## src/wasa_ram.sv

```systemverilog
// Generic single-port-write, single-port-read RAM with registered read data.
`timescale 1ns / 1ps
module wasa_ram #(
   parameter int WIDTH = 16,
   parameter int DEPTH = 256
) (
   input  logic                     clock,
   input  logic                     wr_en,
   input  logic [$clog2(DEPTH)-1:0] wr_addr,
   input  logic [WIDTH-1:0]         wr_data,
   input  logic [$clog2(DEPTH)-1:0] rd_addr,
   output logic [WIDTH-1:0]         rd_data
);

   logic [WIDTH-1:0] mem_ff [DEPTH];
   logic [WIDTH-1:0] rd_data_ff;

   // Write port and registered read port.
   always_ff @(posedge clock) begin
      if (wr_en) begin
         mem_ff[wr_addr] <= wr_data;
      end
      rd_data_ff <= mem_ff[rd_addr];
   end

   assign rd_data = rd_data_ff;

endmodule

```

## config.mk

```make
export PLATFORM = sky130hd
export DESIGN_NAME = wasa_ram
export DESIGN_NICKNAME = d
export VERILOG_FILES = /design/src/wasa_ram.sv
export SDC_FILE = /design/constraint.sdc
export NUM_CORES = 2
export LEC_CHECK = 0
export BUFFER_PORTS_ARGS = -buffer_cell sky130_fd_sc_hd__buf_2
export CORE_AREA = 2 2 606 1060
export DETAILED_ROUTE_END_ITERATION = 7
export DIE_AREA = 0 0 608 1062
export PLACE_DENSITY = 0.45
export RECOVER_POWER = 100
export SLEW_MARGIN = 30
export SYNTH_ARGS = -nofsm -noshare
export SYNTH_HDL_FRONTEND = slang
export SYNTH_SLANG_ARGS = --single-unit
```

## constraint.sdc

```tcl
create_clock -name clock -period 4.43 [get_ports clock]
set_clock_uncertainty 0.15 [all_clocks]
set_input_delay 0.886 -clock clock [delete_from_list [all_inputs] [get_ports clock]]
set_output_delay 0.886 -clock clock [all_outputs]
set_load 0.01 [all_outputs]
```

==> out/metrics.yaml <==
status: "finished, violations left"
violations: "max-capacitance violations, max-slew violations"
nNetsFinal: 8228
cts_tree: "yes"
syn_area_per_cell_um2: 21.56
postSynthCellCount: 7360
finalSetupViolCount: 0
cp_data_arrival_time_ns: 5.02
cts_setup_buffers: 0
detail_route.wl_per_cell_um: 30.77
final_cell_mix: "4096 x edfxtp_1, 797 x mux4_2, 565 x mux2i_1"
power.leakage_nw: 57.01
die_height_mm: 1.062
power_density_nw_per_um2: 426.7
htreeDepth: 5
drtIter0Drc: 7243
hold_violations: 0
n_fill_cell: 62410
end_kind: "register"
coreArea_um2: 636900
area_growth_pct: 16.93
cts_buffers: 355
die_area_um2: 645700
worst_ep_required_time_ns: 5.11
ys_warn_count: 0
drive_gt1_share_pct: 26.03
crit_fanout: 23
multi_input_area_um2: 33200
regArea_um2: 123300
synth-main-ff-cell: "edfxtp_1"
placed_cell_area_um2: 175900
r2r_end: "rd_data[5]$_DFF_P_"
io_pins: 50
start_util_pct: 24.92
clk_path_buf_depth: 4
slowest_stage: "nand3_1"
grt-ovfl-total: 0
stdcell_count: 16880
cts.sinks: 4112
path_common_cell: "buf_12"
die_x_um: 608
syn-cell-area_um2: 158700
synth_edf_count: 4096
timing.final.crit_share_pct: 98.15
min_path_type: "in -> reg"
critPathKind: "in -> reg"
async_reset_ff_share_pct: 0
antenna_found_initial: 40
r2r_cells: 8
max_freq_ghz: 0.2300
slew_headroom_pct: -168.6
final_area_um2: 185600
clock-root-buffer: "clkbuf_16"
startpoint_type: "input pin"
ys_ff_latch: 4112
tightest_slew_ns: 4.028
fin_crit_ns: 4.348
synth.distinct_cells: 52
drc: 0
dp_slack_ns: -0.4764
std_cell_rows: 388
clk_latency_ns: 0.95
rsz0062_at_grt: "no"
grt_pass1_vias: 82600
clkSlewWorstSetupHoldPaths_ns: 0.07
hpwl_mm: 347.4
slowest_delay_ns: 0.70
place.gp.congestion: 0.8880
ant_nets: 0
maxCapViolations: 80
wl_mm: 519.4
slew_viol_final: 3003
ir_drop_mv: 0.2855
vias_per_cell: 4.660
grt_max_degree: 141
crit_chain: "buf_12 -> buf_12 -> buf_12 -> buf_12 -> clkbuf_1 -> buf_4 -> mux2i_1 -> o22ai_1 -> buf_4 -> nor3_1 -> o21ai_0 -> nand3_1 -> nor4_1"
port_buffers: 49
r2r_slack_ns: 0.96
final_common_cell: "edfxtp_1"
worstSetupStartpoint: "rd_addr[0]"
finalWorstSetupSlack_ns: 0.08196
cts_hold_buf: 0
syn_nets: 7394
tns_ns: 0
r2r_start: "mem_ff[8][5]$_DFFE_PP_"
grt_pass1_wl_mm: 704.9
vias: 78660
ys_seq_area_share_pct: 77.70
endpoint: "rd_data[10]$_DFF_P_"
cts_resized: 0
dp.cells: 16220
drtPass1Iterations: 8
grt_usage_pct: 15.66
[Yosys cell counts (35+ instances only)]
| library cell | instances | area share, % |
|---|---|---|
| o221ai_1 | 252 | 1.4 |
| o22ai_1 | 148 | 0.58 |
| mux2i_1 | 565 | 3.6 |
| mux2_2 | 88 | 0.62 |
| nor3_1 | 92 | 0.29 |
| buf_6 | 77 | 0.55 |
| a21oi_1 | 175 | 0.55 |
| nor2_1 | 304 | 0.72 |
| nand2_1 | 38 | 0.090 |
| mux4_2 | 797 | 11 |
| nand3_1 | 35 | 0.11 |
| a22oi_1 | 43 | 0.20 |
| buf_2 | 76 | 0.24 |
| o21ai_0 | 37 | 0.12 |
| edfxtp_1 | 4096 | 77 |
| clkbuf_1 | 230 | 0.54 |
[metal layers]
metal / global-route usage, % / vias up / wire length (µm)
met2: 29.93 / 2124 / 282300
met3: 1.597 / 794 / 19750
met5: 0 / - / 122
li1: - / 32860 / -
met4: 10.50 / 18 / 42040
met1: 16.04 / 42870 / 175200
[cell families (layout without fill, tap and decap cells)]
kind of cell | count (synthesis) | in the layout | synth area share (%)
buffers and inverters | 456 | 1582 | 1.693
muxes | 1450 | 1450 | 15.50
other | 0 | 10 | 0
DFF | 4112 | 4112 | 77.70
AOI/OAI and AO/OA | 786 | 786 | 3.537
and+or+nand+nor | 556 | 556 | 1.574
[through the flow]
stage | hold slack (ns) | utilization (%) | power (W)
after global routing | 0.2619 | 29.14 | 0.08132
final | 0.2462 | 29.14 | 0.07918
after CTS | 0.04990 | 29.41 | 0.08006
after detailed placement | 0.9779 | 27.61 | 0.04869
after global placement | 0.9797 | 27.59 | 0.04862
after floorplan | 0.7038 | - | 0.04587
[registers in the layout (all words and copies together), names as in the netlist]
| register | cells |
|---|---|
| mem_ff | 4096 |
| rd_data | 16 |
[worst min path at each step]
stage / depth (start not counted) / slack [ns] / startpoint / endpoint
global route: 1 / 0.26 / wr_data[7] / mem_ff[8][7]$_DFFE_PP_
CTS: 1 / 0.05 / wr_data[13] / mem_ff[81][13]$_DFFE_PP_
finish: 1 / 0.25 / wr_data[14] / mem_ff[112][14]$_DFFE_PP_
floorplan: 6 / 0.70 / mem_ff[232][1]$_DFFE_PP_ / rd_data[1]$_DFF_P_
detailed placement: 6 / 0.98 / mem_ff[210][4]$_DFFE_PP_ / rd_data[4]$_DFF_P_
global placement: 6 / 0.98 / mem_ff[208][4]$_DFFE_PP_ / rd_data[4]$_DFF_P_
[report_power, final]
group | internal (W) | switching, W | leakage, nW
Combinational | 0.00161 | 0.00310 | 14.5
Clock | 0.0168 | 0.0146 | 5.54
Sequential | 0.0429 | 0.0000922 | 36.9
Total | 0.0614 | 0.0178 | 57.0
[area by class of cell]
cell class	count	share of cell area, %
sequential	4112	66.45
multi-input combinational	2792	17.89
tap	8385	5.653
clock buffer	437	5.009
timing repair buffer	929	3.825
clock inverter	212	1.149
inverter	4	0.01483
antenna	10	0.01348
[critical path, delay by kind of cell]
family | cells | cell delay, ns
buffers and inverters | 7 | 2.01
and+or+nand+nor | 3 | 1.17
AOI/OAI and AO/OA | 2 | 0.72
muxes | 1 | 0.09
Power figures use the tool's default switching activity.
