File: config.mk
export PLATFORM = sky130hd
export DESIGN_NAME = wasa_divider
export DESIGN_NICKNAME = d
export VERILOG_FILES = /design/src/wasa_pkg.sv /design/src/wasa_divider.sv
export SDC_FILE = /design/constraint.sdc
export NUM_CORES = 1
export LEC_CHECK = 0
export ABC_AREA = 1
export BUFFER_PORTS_ARGS = -buffer_cell sky130_fd_sc_hd__buf_2
export CORE_ASPECT_RATIO = 0.5
export CORE_MARGIN = 4
export CORE_UTILIZATION = 56
export CTS_CLUSTER_SIZE = 8
export DETAILED_ROUTE_END_ITERATION = 16
export PLACE_DENSITY = 0.84
export REMOVE_ABC_BUFFERS = 1
export SYNTH_ARGS = -nofsm -noshare
export SYNTH_HDL_FRONTEND = slang
export SYNTH_SLANG_ARGS = --single-unit
File: constraint.sdc
create_clock -name clock -period 4.4 [get_ports clock]
set_clock_uncertainty 0.2 [all_clocks]
set_input_delay 0.44 -clock clock [delete_from_list [all_inputs] [get_ports clock]]
set_output_delay 0.44 -clock clock [all_outputs]
set_load 0.01 [all_outputs]
File: src/wasa_pkg.sv
// Shared constants, types and helper functions of the weighted assignment solver.
`timescale 1ns / 1ps
package wasa_pkg;

   // Problem size and cost format.
   localparam int MAX_ROWS  = 16;
   localparam int MAX_COLS  = 16;
   localparam int COST_BITS = 16;

   // Derived widths.
   localparam int ROW_W    = $clog2(MAX_ROWS);
   localparam int COL_W    = $clog2(MAX_COLS);
   localparam int CNT_W    = $clog2(((MAX_ROWS > MAX_COLS) ? MAX_ROWS : MAX_COLS) + 1);
   localparam int OWN_W    = $clog2(MAX_ROWS + 1);
   localparam int ADDR_W   = ROW_W + COL_W;
   localparam int DEPTH    = MAX_ROWS * MAX_COLS;
   localparam int POT_W    = 22;
   localparam int SLK_W    = POT_W + 2;
   localparam int ROUND_LIMIT = MAX_COLS + 1;
   localparam int RND_W    = $clog2(ROUND_LIMIT + 1);

   // Field widths of the channels.
   localparam int IDX_W      = 4;
   localparam int ENTRY_W    = 16;
   localparam int TOT_W      = 20;
   localparam int MEAN_W     = 16;
   localparam int CFG_W      = 5;
   localparam int CSR_IDX_W  = 4;
   localparam int DIV_CNT_W  = $clog2(TOT_W + 1);

   // Register indexes of the configuration port.
   localparam logic [CSR_IDX_W-1:0] REG_NUM_ROWS = CSR_IDX_W'(0);
   localparam logic [CSR_IDX_W-1:0] REG_NUM_COLS = CSR_IDX_W'(1);

   // Request to the divider.
   typedef struct packed {
      logic               start;
      logic [TOT_W-1:0]   dividend;
      logic [CNT_W-1:0]   divisor;
   } div_req_type;

   // Response of the divider.
   typedef struct packed {
      logic               done;
      logic [MEAN_W-1:0]  quotient;
   } div_rsp_type;

   // A count of zero reads as one, a count above the maximum saturates.
   function automatic logic [CNT_W-1:0] clamp_count(input logic [CFG_W-1:0] v,
                                                    input logic [CNT_W-1:0] maxv);
      logic [CNT_W-1:0] r;
      if (v == '0) begin
         r = CNT_W'(1);
      end else if (CNT_W'(v) > maxv) begin
         r = maxv;
      end else begin
         r = CNT_W'(v);
      end
      return r;
   endfunction

endpackage

File: src/wasa_divider.sv
// Restoring divider, one quotient bit per cycle, for the mean cost.
`timescale 1ns / 1ps
module wasa_divider import wasa_pkg::*; (
   input  logic        clock,
   input  logic        reset,
   input  div_req_type div_req,
   output div_rsp_type div_rsp
);

   logic                 busy_ff, busy_in;
   logic                 done_ff, done_in;
   logic [DIV_CNT_W-1:0] cnt_ff, cnt_in;
   logic [CNT_W-1:0]     rem_ff, rem_in;
   logic [TOT_W-1:0]     quo_ff, quo_in;
   logic [CNT_W:0]       shifted;

   // The dividend shifts out at the top while quotient bits shift in below.
   always_comb begin
      busy_in = busy_ff;
      done_in = 1'b0;
      cnt_in  = cnt_ff;
      rem_in  = rem_ff;
      quo_in  = quo_ff;
      shifted = {rem_ff, quo_ff[TOT_W-1]};
      if (div_req.start) begin
         busy_in = 1'b1;
         cnt_in  = DIV_CNT_W'(TOT_W);
         rem_in  = '0;
         quo_in  = div_req.dividend;
      end else if (busy_ff) begin
         if (shifted >= {1'b0, div_req.divisor}) begin
            rem_in = CNT_W'(shifted - {1'b0, div_req.divisor});
            quo_in = {quo_ff[TOT_W-2:0], 1'b1};
         end else begin
            rem_in = CNT_W'(shifted);
            quo_in = {quo_ff[TOT_W-2:0], 1'b0};
         end
         cnt_in = cnt_ff - DIV_CNT_W'(1);
         if (cnt_ff == DIV_CNT_W'(1)) begin
            busy_in = 1'b0;
            done_in = 1'b1;
         end
      end
   end

   always_ff @(posedge clock) begin
      if (reset) begin
         busy_ff <= 1'b0;
         done_ff <= 1'b0;
      end else begin
         busy_ff <= busy_in;
         done_ff <= done_in;
      end
      cnt_ff <= cnt_in;
      rem_ff <= rem_in;
      quo_ff <= quo_in;
   end

   assign div_rsp.done     = done_ff;
   assign div_rsp.quotient = quo_ff[MEAN_W-1:0];

endmodule

==> impl_summary.txt <==
----------------------------------------------------
[Status]
  Outcome ... finished, final reports clean

[Clocking]
  Clock Tree Root ... sky130_fd_sc_hd__clkbuf_8
  Sink Count ... 32
  Clock Latency Late Sink ... ~0.29 ns
  H-tree level count ... 2
  Clock tree buffer depth ... 2
  Post-cts resize count ... 0
  Post-cts hold buffer count ... 0
  CTS buffer count ... 5
  Clock-pin slew on the worst setup and hold paths ... roughly 0.060 ns
  CTS tree ... yes
  Setup Fix Bufs, Post-CTS ... 0

[Timing]
  Worst-margin pin slew ... 0.784 ns
  Unrepaired setup endpoints after global routing ... no
  Slew Viols, Final ... 0
  Sum of negative setup slack ... 0 ns
  FMAX ... about 510 MHz
  Hold violation total from the final report ... 0
  Final number of setup-violating endpoints ... 0
  Crit path setup slack, layout ... approximately 2.5 ns
  Fin crit share ... about 44%
  Clock period minus final worst setup slack ... ~2 ns
  Worst rel slew slack ... a little under half

[Worst setup path]
  Crit path DAT ... roughly 1.8 ns
  CP Class ... reg2reg
  Worst-path maximum fanout ... 8
  Worst Setup Start Kind ... register
  Endpoint class of the critical path ... register
  Worst Setup SP ... quo_ff[19]
  Launching point of the worst reg2reg path ... quo_ff[19]
  Worst endpoint required time ... roughly 4.2 ns

[Synthesis]
  Flip-flop and latch count after synthesis ... 32
  Post-Syn Area per Cell ... just over 8 µm²
  Synth area leader ... sky130_fd_sc_hd__edfxtp_1
  Sequential fraction of the synthesis area ... about 48%
  Number of instances in the synthesized netlist ... roughly 210
  Count of yosys warnings during synthesis ... 0
  Most area-consuming cells after synthesis ... sky130_fd_sc_hd__edfxtp_1 (34%), sky130_fd_sc_hd__nand2_1 (18%), sky130_fd_sc_hd__dfxtp_1 (14%)
  Netlist Area Pre-Place ... between 0.0015 and 0.002 mm²
  Number of distinct standard cells referenced by the synthesized netlist ... 28
  Fraction of synthesized cell area taken by the top area cell type ... about a third

[Min path]
  Min-delay worst type ... in2reg
  Hold Crit Start ... reset

[Global routing]
  Number of global-route vias before repair ... about 1300
  Total global-route track usage ... 17.2%
  Final global-route overflow total ... 0
  Pin count of the biggest net entering global routing ... 27
  Wire length of the first global-routing pass ... between 5000 and 6000 µm
  Antenna violations before repair ... 0

[Die]
  Floorplan die area ... 0.00415 mm²
  Initial Utilization ... 58.6%
  Io pins ... 45
  Die span in y ... around 48 µm
  Horizontal extent of the die ... 87.2 µm
  Standard cell core area ... around 0.0030 mm²
  Number of rows created at floorplan ... 14

[Final layout]
  Post-route core utilization ... 65.5%
  Antenna diodes ... 0
  Reg area ... roughly 840 µm²
  Area of all placed cells without fillers ... about 0.0020 mm²
  Fraction of layout cells with a size suffix above 1 ... about a quarter
  Relative area change from synthesis to final layout ... 11.8%
  Post-route non-filler standard cell count ... between 200 and 300
  Layout filler cell count ... ~240
  Area used by multi-input combinational logic ... 678 µm²
  Final-stage net count ... between 200 and 300

[Detailed routing]
  Via density per instance ... between 4 and 5
  Number of routed nets with antenna violations ... 0
  DR DRC count ... 0
  Violation count after the first detailed-routing iteration ... between 60 and 70
  DR vias ... ~1400
  Post-detailed-route wirelength per cell ... ~12 µm
  Wire length reported by the detailed router ... between 3000 and 4000 µm
  Total iterations of the first detailed-routing run ... 4

[Power and ir drop]
  Share of total power in combinational logic ... roughly 20%
  Internal Pwr Total ... ~0.00054 W
  Cell area power density ... between 300 and 400 mW/mm²
  Sequential share of power ... between 40% and 50%
  Share of total power consumed by net switching ... approximately 28%
  Net Sw Power ... 0.000209 W
  Proportion of power drawn by the clock network ... 31.0%
  Static leakage ... roughly 1.0 nW
  Worst ir drop on vdd ... ~0.19 mV

[Place]
  Number of port buffers ... 44
  Detailed placer's ending HPWL ... 2480 µm
  Placed instance count ... 273
  Pre-CTS setup slack ... around 2.2 ns
  Placer Congestion ... around 0.8
  Cell Area, Placed ... 0.00187 mm²

[Flow run]
  Number of maximum-capacitance violations ... 0

----------------------------------------------------
critical path, cell delays in order (launching register included):
cell,delay [ns]
sky130_fd_sc_hd__edfxtp_1,0.37
sky130_fd_sc_hd__inv_1,0.09
sky130_fd_sc_hd__ha_1,0.14
sky130_fd_sc_hd__inv_1,0.06
sky130_fd_sc_hd__fa_1,0.40
sky130_fd_sc_hd__nand2_1,0.09
sky130_fd_sc_hd__nand2_1,0.10
sky130_fd_sc_hd__nand3_4,0.13
sky130_fd_sc_hd__a31oi_1,0.09
power groups by stage:
stage          sequential [W]  combinational [W]  clock, W
2_1_floorplan        0.000381          0.0000909         0
3_3_place_gp         0.000376           0.000141         0
3_5_place_dp         0.000376           0.000148         0
4_1_cts              0.000371           0.000148  0.000232
5_1_grt              0.000374           0.000166  0.000246
6_report             0.000371           0.000146  0.000232
registers in the layout, summed over array words and instances (netlist names):
name,count
busy_ff,1
cnt_ff,5
done_ff,1
quo_ff,20
rem_ff,5
cell type report:
cell class | instances | share of cell area [%]
Timing Repair Buffer | 44 | 11.2
Clock buffer | 8 | 4.59
Tap cell | 40 | 2.55
Sequential cell | 32 | 42.9
Multi-Input combinational cell | 135 | 34.6
Inverter | 22 | 4.21
cells in the mapped netlist:
cell type	number
sky130_fd_sc_hd__buf_4	18
sky130_fd_sc_hd__nor2_1	11
sky130_fd_sc_hd__inv_2	1
sky130_fd_sc_hd__inv_1	20
sky130_fd_sc_hd__nand2_1	82
sky130_fd_sc_hd__clkinv_1	1
sky130_fd_sc_hd__fa_1	1
sky130_fd_sc_hd__nand3b_1	1
sky130_fd_sc_hd__edfxtp_1	20
sky130_fd_sc_hd__clkbuf_1	2
sky130_fd_sc_hd__or2_1	1
sky130_fd_sc_hd__nor3_2	1
sky130_fd_sc_hd__nand3_1	13
sky130_fd_sc_hd__ha_1	7
sky130_fd_sc_hd__buf_2	2
sky130_fd_sc_hd__or2_4	1
sky130_fd_sc_hd__o22ai_1	1
sky130_fd_sc_hd__nor2_2	1
sky130_fd_sc_hd__dfxtp_1	12
sky130_fd_sc_hd__a31oi_1	1
sky130_fd_sc_hd__nand3_4	1
sky130_fd_sc_hd__o21ai_0	2
sky130_fd_sc_hd__xnor2_1	1
sky130_fd_sc_hd__a21oi_1	4
sky130_fd_sc_hd__nor3_1	1
sky130_fd_sc_hd__o21ai_1	2
sky130_fd_sc_hd__nand2_4	1
sky130_fd_sc_hd__nor2_4	2
routing by layer:
layer,track usage (%),wire [µm],vias up
met5,0,0,-
met4,7.34,57,0
met3,4.30,171,8
met2,33.3,1660,23
met1,18.9,1410,618
li1,-,-,707
logic make-up (layout without fill, tap and decap cells):
family	count (synthesis)	after routing	share of synthesized area, %
AND/OR/NAND/NOR	116	116	29.0
buffers and inverters	44	74	13.4
AO/OA/AOI/OAI	10	10	3.00
XOR/XNOR	1	1	0.499
adder cells (fa/ha/maj)	8	8	6.13
flip-flops	32	32	47.9
through the flow:
stage                     total power (W)  hold WS (ns)
after floorplan                  0.000472         0.228
after global placement           0.000517         0.249
after detailed placement         0.000524         0.252
after CTS                        0.000751         0.130
after global routing             0.000786         0.137
final                            0.000749         0.129
placed cells by master (no fill, tap or decap), types with 2 or more instances in the layout:
cell type	instances
sky130_fd_sc_hd__nor2_4	2
sky130_fd_sc_hd__a21oi_1	4
sky130_fd_sc_hd__nand3_1	13
sky130_fd_sc_hd__edfxtp_1	20
sky130_fd_sc_hd__ha_1	7
sky130_fd_sc_hd__o21ai_1	2
sky130_fd_sc_hd__clkbuf_1	2
sky130_fd_sc_hd__o21ai_0	2
sky130_fd_sc_hd__inv_1	20
sky130_fd_sc_hd__nand2_1	82
sky130_fd_sc_hd__dfxtp_1	12
sky130_fd_sc_hd__clkbuf_8	6
sky130_fd_sc_hd__nor2_1	11
sky130_fd_sc_hd__buf_2	44
worst paths after layout:
path               endpoint  slack, ns  cells past startpoint
hold / removal      done_ff       0.13                      2
setup / recovery  quo_ff[0]       2.45                      8
hold reg to reg   rem_ff[4]       0.26                      2
setup reg to reg  quo_ff[0]       2.45                      8
Power figures use the tool's default switching activity.
